## src/sv/conv3x3_multi_filter_macros.svh

```systemverilog
// Assertion macros shared by the convolution block.
`ifndef CONV3X3_MULTI_FILTER_MACROS_SVH
`define CONV3X3_MULTI_FILTER_MACROS_SVH

// Same-cycle implication, checked outside reset.
`define C3MF_ASSERT_NOW(label, clk, rst_n, ante, cons, msg) \
    label: assert property (@(posedge clk) disable iff (!(rst_n)) (ante) |-> (cons)) \
        else $error(msg);

// Next-cycle implication, checked outside reset.
`define C3MF_ASSERT_NEXT(label, clk, rst_n, ante, cons, msg) \
    label: assert property (@(posedge clk) disable iff (!(rst_n)) (ante) |=> (cons)) \
        else $error(msg);

`endif

```

## src/sv/c3mf_pkg.sv

```systemverilog
// Types and constants of the 3x3 multi-filter convolution block.
package c3mf_pkg;

    localparam int TAPS        = 9;
    localparam int PIX_W       = 16;
    localparam int COEF_W      = 16;
    localparam int PROD_W      = PIX_W + COEF_W;
    localparam int PART_W      = PROD_W + 2;
    localparam int RESP_W      = 36;
    localparam int FILT_W      = 3;
    localparam int TAP_W       = 4;
    localparam int POS_W       = 5;

    typedef enum logic {
        OP_COEF  = 1'b0,
        OP_PIXEL = 1'b1
    } t_op;

    typedef struct packed {
        t_op                       op;
        logic signed [PIX_W-1:0]   pixel;
        logic [FILT_W-1:0]         coef_filter;
        logic [TAP_W-1:0]          coef_tap;
        logic signed [COEF_W-1:0]  coef_value;
    } t_in_item;

    typedef struct packed {
        logic [FILT_W-1:0]         filter_index;
        logic [POS_W-1:0]          out_row;
        logic [POS_W-1:0]          out_col;
        logic signed [RESP_W-1:0]  response;
        logic                      last_of_pixel;
    } t_out_item;

    typedef logic [TAPS-1:0][PIX_W-1:0]  t_win;
    typedef logic [TAPS-1:0][COEF_W-1:0] t_taps;

    // Window completion report from the line buffer.
    typedef struct packed {
        logic              start;
        logic [POS_W-1:0]  row;
        logic [POS_W-1:0]  col;
    } t_job;

    // Sideband carried along the multiply-add pipeline.
    typedef struct packed {
        logic [FILT_W-1:0] filter;
        logic [POS_W-1:0]  row;
        logic [POS_W-1:0]  col;
        logic              last;
    } t_tag;

endpackage

```

## src/sv/c3mf_coef.sv

```systemverilog
// Filter coefficient store, one row of nine taps per filter.
module c3mf_coef #(
    parameter int NUM_FILTERS = 8
) (
    input  logic                           i_clk,
    input  logic                           i_rst_n,
    input  logic                           i_wr_en,
    input  logic [c3mf_pkg::FILT_W-1:0]    i_wr_filter,
    input  logic [c3mf_pkg::TAP_W-1:0]     i_wr_tap,
    input  logic [c3mf_pkg::COEF_W-1:0]    i_wr_value,
    input  logic [c3mf_pkg::FILT_W-1:0]    i_rd_filter,
    output c3mf_pkg::t_taps                o_rd_taps
);

    localparam int FIDX_W = (NUM_FILTERS > 1) ? $clog2(NUM_FILTERS) : 1;

    c3mf_pkg::t_taps r_rows [NUM_FILTERS];
    logic            wr_ok;

    assign wr_ok = i_wr_en && (32'(i_wr_filter) < NUM_FILTERS)
                   && (32'(i_wr_tap) < c3mf_pkg::TAPS);

    always_ff @(posedge i_clk) begin
        if (!i_rst_n) begin
            for (int f = 0; f < NUM_FILTERS; f++) begin
                r_rows[f] <= '0;
            end
        end else if (wr_ok) begin
            r_rows[i_wr_filter[FIDX_W-1:0]][i_wr_tap] <= i_wr_value;
        end
    end

    assign o_rd_taps = r_rows[i_rd_filter[FIDX_W-1:0]];

endmodule

```

## config.mk

```make
export PLATFORM = sky130hd
export DESIGN_NAME = c3mf_coef
export DESIGN_NICKNAME = d
export VERILOG_FILES = /design/src/sv/conv3x3_multi_filter_macros.svh /design/src/sv/c3mf_pkg.sv /design/src/sv/c3mf_coef.sv
export SDC_FILE = /design/constraint.sdc
export NUM_CORES = 1
export LEC_CHECK = 0
export BUFFER_PORTS_ARGS = -buffer_cell sky130_fd_sc_hd__buf_2
export CORE_ASPECT_RATIO = 1.4
export CORE_MARGIN = 1
export CORE_UTILIZATION = 35
export CTS_CLUSTER_DIAMETER = 150
export DETAILED_ROUTE_END_ITERATION = 10
export PLACE_DENSITY = 0.53
export SETUP_SLACK_MARGIN = 0.15
export SLEW_MARGIN = 20
export SYNTH_ARGS = -nofsm -noshare
export SYNTH_HDL_FRONTEND = slang
export SYNTH_SLANG_ARGS = --single-unit
```

## constraint.sdc

```tcl
create_clock -name i_clk -period 2.7 [get_ports i_clk]
set_input_delay 0.135 -clock i_clk [delete_from_list [all_inputs] [get_ports i_clk]]
set_output_delay 0.135 -clock i_clk [all_outputs]
set_load 0.05 [all_outputs]
```

Word-level counts from Yosys, hierarchy flattened --
Memory sizes are Yosys's and may differ from the RTL's. Cells that the tools add are included.
Word-level totals: register bits after elaboration 0, bits in writable memories 1152, output and inout port bits 144, word-level logic and storage cells 16, memories 1
Operators by class: order comparisons 3, multiplexer cells 9, reductions and logical operators 3
Memories:
- r_rows | words 8, bits a word 144, rd ports 1, clocked after Yosys merged registers in 0, wr ports 8, line c3mf_coef.sv:17 | c3mf_pkg::t_taps r_rows [NUM_FILTERS];
Operators by type and width (number):
- $mux W144 | 3
- $reduce_or A144 Y1 | 1
- $demux W16 S4 | 1
- $mux W16 | 1
- $lt A4 B5 Y1 const B | 1
- $ge A4 B1 Y1 const B | 1
- $lt A4 B4 Y1 const B | 1
- $mux W1 | 3
- $mux W3 | 1
- $logic_and A1 B1 Y1 | 2

Longest topological paths before layout --
depth in word-level cells 7, mapped depth 6, gate-level depth less buffers 2

Least setup slack after synthesis --
No wires, ideal clock.
path kind input port to flip-flop, from input port i_wr_filter[2] in the netlist's numbering, to memory r_rows[7][0] in the netlist's numbering (enable), library setup time 414 ps, arrival time 2340 ps, required time 2286 ps, slack -54 ps, stages on the path 6, path buffers 4, path through buf_2 > buf_2 > buf_2 > buf_2 > nand3_1 > o31ai_1
RTL lines:
- start, declared | line c3mf_coef.sv:8 | input logic [c3mf_pkg::FILT_W-1:0] i_wr_filter,
- end, declared | line c3mf_coef.sv:17

==> summary.txt <==
Critical path
  • Crit path max fanout: 1
  • Critical Path RT: 2.57 ns
  • Worst path top cell family by delay: multiplexers
  • Worst EP arrival: 2.29 ns
  • Crit path cell chain: mux4_2 > mux2_2 > buf_2
  • CP max stage cell: mux4_2
  • Worst Setup Start Kind: flop
  • Crit path buf inv count: 1
  • Crit Path Class: flop to output port
  • Crit path largest cell delay: 0.47 ns
  • Crit path capture type: output port

Layout
  • Layout Nets: 3617
  • Layout cells sized above 1: 32.9%
  • Area Growth Syn to Fin: 17.3%
  • Final Util: 41.3%
  • Design area: 61800 um2
  • Largest Register: r_rows
  • Largest registers: r_rows x1152
  • Max reg flops: 1152

Detailed routing
  • Final ANT Viol Nets: 0
  • Vias per cell: 6.18
  • Residual DRC: 0
  • Starting DRT DRC Count: 4354
  • Drt first pass iters: 6
  • Final wirelength: 205000 um
  • Via Count: 34800
  • Wire per inst: 36.3 um

Flow run
  • Total of max-cap violations: 0

Synth
  • Post-synthesis mux area share: 15.4%
  • Area leader, netlist: edfxtp_1
  • Mapped Area: 52700 um2
  • Synth Area in Compound Gates: 1.03%
  • Yosys reg bits: 1152
  • Syn_nets: 3468
  • Async S/R FF share, synth: 0%
  • EDFF count, synth: 1152
  • Synth Area in Simple Gates: 13.9%
  • Post-synthesis sequential area ratio: 65.7%
  • Avg Inst Size Synth: 15.3 um2
  • Most numerous cell in the Yosys netlist: edfxtp_1
  • Syn Inst Count: 3439
  • Main synth FF type: edfxtp_1
  • Yosys warns: 0
  • Synth Area in XOR/XNOR: 0%
  • Synth area leaders: edfxtp_1, mux4_2, nor3_1
  • Post-synth top cells: edfxtp_1, nor3_1, clkbuf_1, mux4_2, mux2_2
  • Synth cell types: 21
  • Largest family of logic cells by synthesized area: multiplexers
  • Adder-Cell Fraction of Synth Area: 0%
  • Post-synth top area share: 65.7%

Pwr
  • PwrDens: 676 nW/um2
  • Sw power: 0.0112 W
  • Total internal power: 0.0305 W
  • Switch share: 26.9%
  • Static Leak: 18.3 nW
  • VDD IR max: 0.533 mV
  • Clk pwr share: 37.0%
  • Logic pwr share: 13.2%
  • Seq pwr share: 49.7%

GRT
  • Vias in the first global route: 34000
  • Total GRT Usage: 26.8%
  • Initial antenna violation count: 19
  • Global-route wire length before repair: 281000 um
  • Largest net degree at the start of global routing: 129
  • GRT overflow: 0

STA
  • Max_slew headroom: 32.6%
  • Worst Tran Pin Value: 1.01 ns
  • Max-slew violations: 0
  • Final Setup Violations: 0
  • Final Worst Setup Slack: 0.270 ns
  • Fin. Hold Viols: 0
  • Final worst-path cycle share: 90.0%
  • Fmax: 0.412 GHz
  • RSZ-0062 raised after global routing: false
  • Post-layout minimum cycle time: 2.43 ns

Die
  • FP Rows: 168
  • Die area: 152000 um2
  • Starting density of the core: 35.2%
  • DIE WIDTH: 330 um
  • Core Region: 150000 um2
  • IO Count: 173
  • Die Y: 461 um

Clocking
  • Reg clk slew, reported paths: 0.07 ns
  • CTS Buf Count: 110
  • CTS Root Cell: clkbuf_16
  • CTS tree: yes
  • # clock sinks: 1152
  • H-tree Lvls: 3
  • Max Root-Sink Buffers: 3
  • Postcts setup bufs: 0
  • Cts hold-fix bufs: 16
  • Post-CTS Resized: 0

Placement
  • Pre-CTS setup slack: 0.452 ns
  • Final RePlAce weighted congestion: 0.847
  • DP Area: 58200 um2
  • Hpwl dp: 136000 um
  • Port Buffers: 172

Status
  • Status: finished, final reports clean

Worst hold path
  • Type of the worst min-delay path: input port to flop
## routing by layer
layer  wire length [um]  track usage [%]
met5                 75                0
met4              10300             12.6
met3              15400             3.80
met2             102000             45.0
met1              77300             34.2
## per-stage QoR
stage                     hold WS (ns)  setup TNS, ns  instances  total power [W]
after CTS                       0.0369              0       5633           0.0419
after detailed placement         0.623              0       5415           0.0266
after global routing            0.0778              0       5635           0.0427
final                           0.0953              0       5638           0.0418
after floorplan                  0.747         -30.83       3439           0.0244
after global placement           0.617              0       5415           0.0266
## tightest hold or removal path, delay by kind of cell
kind,cells,cell delay (ns)
and+or+nand+nor,2,0.40
buffers and inverters,1,0.12
## layout by cell type (no fill, tap or decap), types with 2 or more instances in the layout
cell type         n
nor3_1         1112
nand4bb_1        48
mux2_2          144
diode_2           5
buf_4           283
clkinv_16         2
nand2b_4          2
edfxtp_1       1152
clkbuf_16       112
nand3b_1          3
clkinv_1         31
inv_6             2
clkinv_2         20
bufinv_16         8
clkinvlp_4        3
nand4b_1         49
mux4_2          288
buf_12           56
inv_8             2
nand4_1          16
dlygate4sd3_1    16
buf_8             2
nand2_4           2
or3b_1            3
clkbuf_1         21
or4b_1           16
buf_2           165
nor3_2           40
o31ai_4          72
## path summary, 6_finish.rpt
kind	startpoint	endpoint	slack, ns	cells past startpoint
worst max-delay path	r_rows[2][4]$_SDFFCE_PN0P_	o_rd_taps[4]	0.27	3
worst min-delay path	i_rst_n	r_rows[1][140]$_SDFFCE_PN0P_	0.1	3
## power by group through the flow
stage               Sequential (W)  Clock, W  Combinational [W]
floorplan                   0.0211         0            0.00330
CTS                         0.0208    0.0157            0.00552
global placement            0.0211         0            0.00548
finish                      0.0208    0.0155            0.00552
global route                0.0208    0.0162            0.00567
detailed placement          0.0212         0            0.00548
## kinds of logic after synthesis
| group | count (synthesis) |
|---|---|
| AOI/OAI and AO/OA | 72 |
| buffers and inverters | 487 |
| DFF | 1152 |
| muxes | 432 |
| and+or+nand+nor | 1296 |
## area by class of cell
class | instances | area (um2)
tap | 1955 | 2450
timing repair buffer | 524 | 4290
fill | 13600 | 87900
clock buffer | 133 | 2880
clock inverter | 69 | 596
antenna | 5 | 12.5
multi-input combinational | 1800 | 17000
sequential | 1152 | 34600
Power figures use the tool's default switching activity.
